## config.mk

```make
export PLATFORM = sky130hd
export DESIGN_NAME = binned_histogram_counter
export DESIGN_NICKNAME = d
export VERILOG_FILES = /design/src/hw/rtl/hbc_pkg.sv /design/src/hw/rtl/binned_histogram_counter.sv
export SDC_FILE = /design/constraint.sdc
export NUM_CORES = 2
export LEC_CHECK = 0
export ABC_AREA = 1
export BUFFER_PORTS_ARGS = -buffer_cell sky130_fd_sc_hd__buf_2
export CAP_MARGIN = 20
export CORE_AREA = 2 2 523 525
export DETAILED_ROUTE_END_ITERATION = 8
export DIE_AREA = 0 0 525 527
export SKIP_CTS_REPAIR_TIMING = 1
export SLEW_MARGIN = 10
export SYNTH_ARGS = -nofsm -noshare
export SYNTH_HDL_FRONTEND = slang
export SYNTH_SLANG_ARGS = --single-unit
```

## constraint.sdc

```tcl
create_clock -name clk -period 16.8 [get_ports clk]
set_clock_uncertainty 0.15 [all_clocks]
set_input_delay 3.36 -clock clk [delete_from_list [all_inputs] [get_ports clk]]
set_output_delay 3.36 -clock clk [all_outputs]
set_load 0.02 [all_outputs]
```

## src/hw/rtl/hbc_pkg.sv

```systemverilog
// ----------------------------------------------------------------------------
// hbc_pkg: shared constants and types for the binned histogram counter
// Sizes of the bin store, counter width, operation codes and register map.
// ----------------------------------------------------------------------------
`default_nettype none

package hbc_pkg;

  localparam int MAX_BINS    = 64;
  localparam int EXTRA_BINS  = 2;
  localparam int SLOT_COUNT  = MAX_BINS + EXTRA_BINS;
  localparam int SLOT_W      = $clog2(SLOT_COUNT);
  localparam int COUNT_WIDTH = 32;

  localparam int DATA_W      = 32;  // sample, base, result fields
  localparam int SIZE_W      = 16;  // bin_size register
  localparam int BINS_W      = 7;   // bins_in_use register
  localparam int INDEX_W     = 8;   // bin_index field
  localparam int REG_IDX_W   = 2;

  localparam int DIV_STEPS   = DATA_W;
  localparam int STEP_W      = $clog2(DIV_STEPS);

  typedef enum logic [1:0] {
    FUNC_TALLY = 2'd0,
    FUNC_READ  = 2'd1,
    FUNC_CLEAR = 2'd2,
    FUNC_NOP   = 2'd3
  } func_t;

  typedef enum logic [REG_IDX_W-1:0] {
    REG_BASE        = 2'd0,
    REG_BIN_SIZE    = 2'd1,
    REG_BINS_IN_USE = 2'd2,
    REG_UNUSED      = 2'd3
  } reg_idx_t;

  localparam logic [SLOT_W-1:0] SLOT_UNDER = '0;
  localparam logic [SLOT_W-1:0] SLOT_OVER  = SLOT_W'(MAX_BINS + 1);

endpackage

`default_nettype wire

```

## src/hw/rtl/binned_histogram_counter.sv

```systemverilog
// ----------------------------------------------------------------------------
// binned_histogram_counter: histogram with underflow and overflow bins
// Tallies signed samples into regular bins, reads single bins, clears all.
// ----------------------------------------------------------------------------
// Usage
//   Command port: an item is taken at a clock edge with start high and busy
//   low; func selects tally, read, clear or no operation. Exactly one result
//   beat follows each item, shown for one cycle with done high. The receiver
//   cannot hold results off; it must take each beat as it comes.
//   Config port: wr_en, wr_index and wr_data write base, bin_size and
//   bins_in_use; write only while busy is low.
//   Sequence: a tally at or above the base runs 32 restoring-division
//   steps (one quotient bit per cycle through the dividend shift
//   register), then picks the bin, reads the count memory and writes the
//   incremented count back. A tally below the base goes straight to the
//   underflow bin's read and write-back, an in-range read reads the count
//   memory, and clear, no-op and out-of-range reads answer from idle. busy
//   falls with done, so the next item may start in the cycle done is shown.
//   Reset: rst clears the configuration to base 0, bin_size 1, 64 bins, and
//   marks every bin count and the total as zero at once.
// ----------------------------------------------------------------------------
`default_nettype none

module binned_histogram_counter (
  input  wire logic                          clk,
  input  wire logic                          rst,
  input  wire logic                          start,
  output logic                               busy,
  input  wire logic [1:0]                    func,
  input  wire logic signed [hbc_pkg::DATA_W-1:0]  sample,
  input  wire logic signed [hbc_pkg::INDEX_W-1:0] bin_index,
  input  wire logic                          wr_en,
  input  wire logic [hbc_pkg::REG_IDX_W-1:0] wr_index,
  input  wire logic [hbc_pkg::DATA_W-1:0]    wr_data,
  output logic                               done,
  output logic [hbc_pkg::DATA_W-1:0]         bin_count,
  output logic [hbc_pkg::DATA_W-1:0]         total_count
);

  import hbc_pkg::*;

  typedef enum logic [2:0] {
    S_IDLE,
    S_DIV,
    S_QSLOT,
    S_RD,
    S_WB
  } state_t;

  state_t                    state;
  func_t                     op;
  func_t                     func_in;

  logic signed [DATA_W-1:0]  base;
  logic [SIZE_W-1:0]         bin_size;
  logic [BINS_W-1:0]         bins_in_use;

  logic [SIZE_W-1:0]         size_eff;
  logic [BINS_W-1:0]         bins_eff;

  logic [SLOT_W-1:0]         slot;
  logic [DATA_W-1:0]         dq;
  logic [SIZE_W-1:0]         rem;
  logic [STEP_W-1:0]         step;

  logic [DATA_W:0]           diff;
  logic [SIZE_W+1:0]         trial;
  logic                      borrow;

  logic [COUNT_WIDTH-1:0]    total;
  logic [COUNT_WIDTH-1:0]    total_inc;
  logic [SLOT_COUNT-1:0]     valid;

  logic [COUNT_WIDTH-1:0]    mem [SLOT_COUNT];
  logic [COUNT_WIDTH-1:0]    mem_q;
  logic [COUNT_WIDTH-1:0]    cur_count;
  logic [COUNT_WIDTH-1:0]    wr_count;
  logic                      mem_we;

  logic                      q_over;
  logic                      idx_hit;
  logic [SLOT_W-1:0]         idx_slot;

  assign func_in  = func_t'(func);
  assign busy     = (state != S_IDLE);

  assign size_eff = (bin_size == '0) ? SIZE_W'(1) : bin_size;
  always_comb begin
    if (bins_in_use == '0) begin
      bins_eff = BINS_W'(1);
    end else if (int'(bins_in_use) > MAX_BINS) begin
      bins_eff = BINS_W'(MAX_BINS);
    end else begin
      bins_eff = bins_in_use;
    end
  end

  // full-precision difference; the top bit is the sign
  assign diff = {sample[DATA_W-1], sample} - {base[DATA_W-1], base};

  // one restoring-division step on the next dividend bit
  assign trial  = {1'b0, rem, dq[DATA_W-1]} - {2'b00, size_eff};
  assign borrow = trial[SIZE_W+1];

  // quotient at or beyond the bins in use selects the overflow bin
  assign q_over = (|dq[DATA_W-1:BINS_W]) || (dq[BINS_W-1:0] >= bins_eff);

  // read index decode: all ones is the underflow bin
  always_comb begin
    idx_hit  = 1'b0;
    idx_slot = SLOT_UNDER;
    if (bin_index[INDEX_W-1]) begin
      idx_hit  = (&bin_index);
      idx_slot = SLOT_UNDER;
    end else if (INDEX_W'(bin_index[INDEX_W-2:0]) == INDEX_W'(bins_eff)) begin
      idx_hit  = 1'b1;
      idx_slot = SLOT_OVER;
    end else if (INDEX_W'(bin_index[INDEX_W-2:0]) < INDEX_W'(bins_eff)) begin
      idx_hit  = 1'b1;
      idx_slot = SLOT_W'(bin_index[INDEX_W-2:0]) + SLOT_W'(1);
    end
  end

  assign cur_count = valid[slot] ? mem_q : '0;
  assign wr_count  = cur_count + COUNT_WIDTH'(1);
  assign total_inc = total + COUNT_WIDTH'(1);
  assign mem_we    = (state == S_WB) && (op == FUNC_TALLY);

  always_ff @(posedge clk) begin
    if (mem_we) begin
      mem[slot] <= wr_count;
    end
    mem_q <= mem[slot];
  end

  always_ff @(posedge clk) begin
    if (rst) begin
      base        <= '0;
      bin_size    <= SIZE_W'(1);
      bins_in_use <= BINS_W'(MAX_BINS);
    end else if (wr_en) begin
      case (reg_idx_t'(wr_index))
        REG_BASE:        base        <= wr_data;
        REG_BIN_SIZE:    bin_size    <= wr_data[SIZE_W-1:0];
        REG_BINS_IN_USE: bins_in_use <= wr_data[BINS_W-1:0];
        default:         ;
      endcase
    end
  end

  always_ff @(posedge clk) begin
    if (rst) begin
      state       <= S_IDLE;
      op          <= FUNC_NOP;
      done        <= 1'b0;
      total       <= '0;
      valid       <= '0;
      step        <= '0;
      bin_count   <= '0;
      total_count <= '0;
    end else begin
      done <= 1'b0;
      case (state)
        S_IDLE: begin
          if (start) begin
            op <= func_in;
            case (func_in)
              FUNC_TALLY: begin
                if (diff[DATA_W]) begin
                  slot  <= SLOT_UNDER;
                  state <= S_RD;
                end else begin
                  dq    <= diff[DATA_W-1:0];
                  rem   <= '0;
                  step  <= '0;
                  state <= S_DIV;
                end
              end
              FUNC_READ: begin
                if (idx_hit) begin
                  slot  <= idx_slot;
                  state <= S_RD;
                end else begin
                  done        <= 1'b1;
                  bin_count   <= '0;
                  total_count <= DATA_W'(total);
                end
              end
              FUNC_CLEAR: begin
                valid       <= '0;
                total       <= '0;
                done        <= 1'b1;
                bin_count   <= '0;
                total_count <= '0;
              end
              default: begin
                done        <= 1'b1;
                bin_count   <= '0;
                total_count <= DATA_W'(total);
              end
            endcase
          end
        end
        S_DIV: begin
          if (borrow) begin
            rem <= {rem[SIZE_W-2:0], dq[DATA_W-1]};
          end else begin
            rem <= trial[SIZE_W-1:0];
          end
          dq   <= {dq[DATA_W-2:0], ~borrow};
          step <= step + STEP_W'(1);
          if (step == STEP_W'(DIV_STEPS - 1)) begin
            state <= S_QSLOT;
          end
        end
        S_QSLOT: begin
          slot  <= q_over ? SLOT_OVER : (SLOT_W'(dq[BINS_W-1:0]) + SLOT_W'(1));
          state <= S_RD;
        end
        S_RD: begin
          // memory read of the chosen slot lands next cycle
          state <= S_WB;
        end
        S_WB: begin
          done  <= 1'b1;
          state <= S_IDLE;
          if (op == FUNC_TALLY) begin
            valid[slot] <= 1'b1;
            total       <= total_inc;
            bin_count   <= '0;
            total_count <= DATA_W'(total_inc);
          end else begin
            bin_count   <= DATA_W'(cur_count);
            total_count <= DATA_W'(total);
          end
        end
        default: begin
          state <= S_IDLE;
        end
      endcase
    end
  end

endmodule

`default_nettype wire
```

==> qor.csv <==
stage,metric,value,unit
floorplan,die area,0.2767,mm^2
setup_path,"Slowest-stage cell, CP",buf_4,
timing,Max Slew Vio Count,0,
logic_synthesis,Compound-Gate Fraction of Synth Area,10.22,%
route,wire length per cell,27.08,um
setup_path,worst r2r path cells,14,
global_routing,largest net degree at the start of global routing,104,
cells_and_area,final cell count without fillers,11080,
logic_synthesis,Synth top area share,68.97,%
place,DP Area,0.1005,mm^2
timing,Final Hold Fails,0,
route,number of DRC markers in iteration 0,7645,
clock_tree,clock-pin slew on the worst setup and hold paths,0.06,ns
timing,PnR worst setup slack,10.59,ns
setup_path,worst path arrival time,6.52,ns
timing,fmax,161.0,MHz
setup_path,critical path endpoint category,flip-flop,
logic_synthesis,mux cell area share after synthesis,0,%
logic_synthesis,"Seq/Total Area, Yosys",74.48,%
timing,actual slew at the worst max-slew pin,1.265,ns
cells_and_area,Area growth syn-to-layout,14.36,%
status,outcome,finished clean,
timing,Min Hold Slack,0.3054,ns
timing,worst relative slew slack,15.65,%
route,vias per cell,5.588,
min_path,Hold Path Origin,valid[2],
logic_synthesis,"count leader, synth",edfxtp_1,
clock_tree,CTS Sinks,2427,
setup_path,R2R Setup Slk,10.87,ns
global_routing,via count of the first global-routing pass,59420,
clock_tree,clk_lat worst skew,0.94,ns
setup_path,CP bufs+invs,3,
floorplan,Core ar.,0.2717,mm^2
clock_tree,CTS H-tree depth,4,
clock_tree,CTS Buf Count,238,
clock_tree,Root Buffer Master,clkbuf_16,
pwr,static leakage,36.44,nW
cells_and_area,utilization after layout,39.72,%
logic_synthesis,Netlist cell types,56,
place,hpwl dp,173.3,mm
setup_path,RR Startpoint,slot[1],
logic_synthesis,xor/xnor share of the synthesized area,0.4920,%
logic_synthesis,Post-Syn Area per Cell,13.35,um^2
timing,final cycle utilization of the critical path,36.98,%
min_path,Hold Path Class,reg2reg,
pwr,Worst VDD drop,0.0001012,V
logic_synthesis,mapped cell area,0.09435,mm^2
route,DRC,0,
logic_synthesis,main combinational cell family by area after synthesis,simple AND/OR/NAND/NOR gates,
floorplan,row count,192,
logic_synthesis,"Async S/R FF share, synth",0,%
global_routing,Tot GR Track Use,21.03,%
min_path,Hold Path End,valid[2],
setup_path,worst-path cell chain,buf_2 > inv_1 > ha_1 > fa_1 > o21ai_1 > a21oi_1 > o21bai_1 > nand2_1 > nand2_1 > nand3_1 > nand2_1 > nand2_1 > nand2_1 > o21ai_1 > nor2_4 > buf_4,
logic_synthesis,"area leader, netlist",edfxtp_1,
floorplan,Die Y,527,um
floorplan,Starting Density,34.73,%
place,DP Worst Slack,9.758,ns
logic_synthesis,Post-synth EDFFs,2167,
pwr,Total Power,12.78,mW
logic_synthesis,"Net Count, Synth",7217,
route,final WL,300.1,mm
logic_synthesis,synth top area cells,"edfxtp_1 (69%), nand2_1 (5.8%), dfxtp_1 (5.5%), a221oi_1 (2.4%), a22oi_1 (2.2%)",
cells_and_area,final instance area,0.1079,mm^2
pwr,Pwr Density,118.4,mW/mm^2
logic_synthesis,Post-Synth Adder-Cell Area,0.9442,%
logic_synthesis,Post-Synthesis Cells,7067,
setup_path,"CP delay by family, top",compound AO/OA/AOI/OAI gates,
timing,setup_tns,0,ns
setup_path,"Req. time, crit path",17.11,ns
logic_synthesis,Yosys reg bits,2427,
cells_and_area,Layout Nets,7443,
setup_path,CP Launch Type,input port,
flow_run,number of max-cap violations,0,
clock_tree,CTS tree,done,
timing,final setup violation count,0,
floorplan,die width,525,um
place,PortBufs,145,
global_routing,initial antenna violation count,15,
setup_path,Critical Path Source,sample[0],
place,Placed Cells,10640,
min_path,hold-critical path depth,2,
route,Routed Antenna Nets,0,
setup_path,crit-path max cell delay,0.54,ns
place,global placement routability congestion,0.8966,
cells_and_area,share of cells above drive strength 1,11.58,%
route,Vias,61930,
clock_tree,CTS max path bufs,4,
global_routing,first-pass GRT wire length,426.5,mm
setup_path,critical path class,in2reg,
logic_synthesis,yosys synthesis warning count,0,
timing,RSZ-0062 raised after global routing,no,
timing,minimum clock period,6.212,ns
route,drt first pass iters,6,
logic_synthesis,Post-synth top cells,"edfxtp_1 (2,167), nand2_1 (1,460), a21oi_1 (338)",
floorplan,IO Pins,146,
global_routing,final global-route overflow total,0,
logic_synthesis,Simple-Gate Fraction of Synth Area,10.78,%
setup_path,cell mode on critical path,nand2_1,
setup_path,Crit Path Max Fanout,48,
logic_synthesis,Synth Flop Type,edfxtp_1,
setup_path,reg2reg end,mem_q[1],
-- layer usage --
metal / track usage, % / wire (um)
met1: 27.91 / 119900
met2: 33.65 / 137700
met3: 4.214 / 28990
met4: 8.657 / 13500
met5: 0 / 31
-- power breakdown --
part | leakage [nW] | internal, mW | switching (mW) | total, mW
clock network | 3.59 | 2.90 | 2.26 | 5.16
registers | 22.7 | 6.59 | 0.0486 | 6.64
logic | 10.1 | 0.239 | 0.739 | 0.978
total | 36.4 | 9.73 | 3.05 | 12.8
-- worst register-to-register path: stages, from the launching register on --
cell and delay (ns):
edfxtp_1 0.61, inv_2 0.29, nand2_1 0.22, nor2_4 0.13
buf_4 0.51, buf_4 0.68, buf_4 0.74, buf_4 0.57
buf_4 0.59, a22oi_1 0.15, nand4_1 0.26, nand2_1 0.09
nand4_1 0.37, a21oi_1 0.19, o21ai_0 0.26
-- cells in the final DEF, fill, tap and decap left out, types with 15 or more instances in the layout --
cell and count:
a22o_1 150, inv_1 328, nand2_1 1440, ha_1 67, nor3_2 65, xnor2_1 15, clkinv_2 39, a21oi_1 337
bufinv_16 16, nand3_1 195, nor3_1 26, nand2_2 21, nor4_1 15, or2_2 17, nor2_2 18, o21ai_0 260
a31oi_1 52, a221oi_1 258, dfxtp_1 260, nor2_1 267, edfxtp_1 2167, o211ai_1 15, a22oi_1 276, buf_2 145
buf_4 209, clkbuf_16 240, xor2_1 25, clkinv_1 58, nand4_1 269, clkbuf_1 58
-- logic make-up (layout without fill, tap and decap cells) --
logic type                 after synthesis  after routing
DFF                                   2427           2427
buffers and inverters                  725           1146
AOI/OAI and AO/OA                     1421           1421
and+or+nand+nor                       2371           2371
xor gates and xnor gates                53             53
adders and majority gates               70             70
other                                    0              6
-- how the worst max path moves through the flow --
| stage | endpoint | cells after the start | slack, ns |
|---|---|---|---|
| after floorplan | dq[0] | 14 | 9.04 |
| after global placement | dq[29] | 16 | 9.78 |
| after detailed placement | dq[28] | 16 | 9.76 |
| after CTS | dq[19] | 16 | 10.66 |
| after global routing | dq[23] | 16 | 10.42 |
| final | dq[23] | 16 | 10.59 |
-- cell type report --
class / instances / area [um^2]
Clock inverter: 128 / 1067
Tap cell: 3589 / 4491
Inverter: 350 / 1331
Multi-Input combinational cell: 3915 / 21940
Antenna cell: 6 / 15.01
Fill cell: 25140 / 163800
Timing Repair Buffer: 361 / 2442
Sequential cell: 2427 / 70280
Clock buffer: 307 / 6347
-- registers in the layout, summed over array words and instances (netlist names) --
signal / flops
slot: 7
dq: 32
total_count: 32
op: 2
state: 3
mem_q: 32
mem: 2112
bin_count: 32
done: 1
base: 32
bins_in_use: 7
valid: 66
bin_size: 16
step: 5
total: 32
rem: 16
No activity file was read; power rests on OpenSTA's default activity.
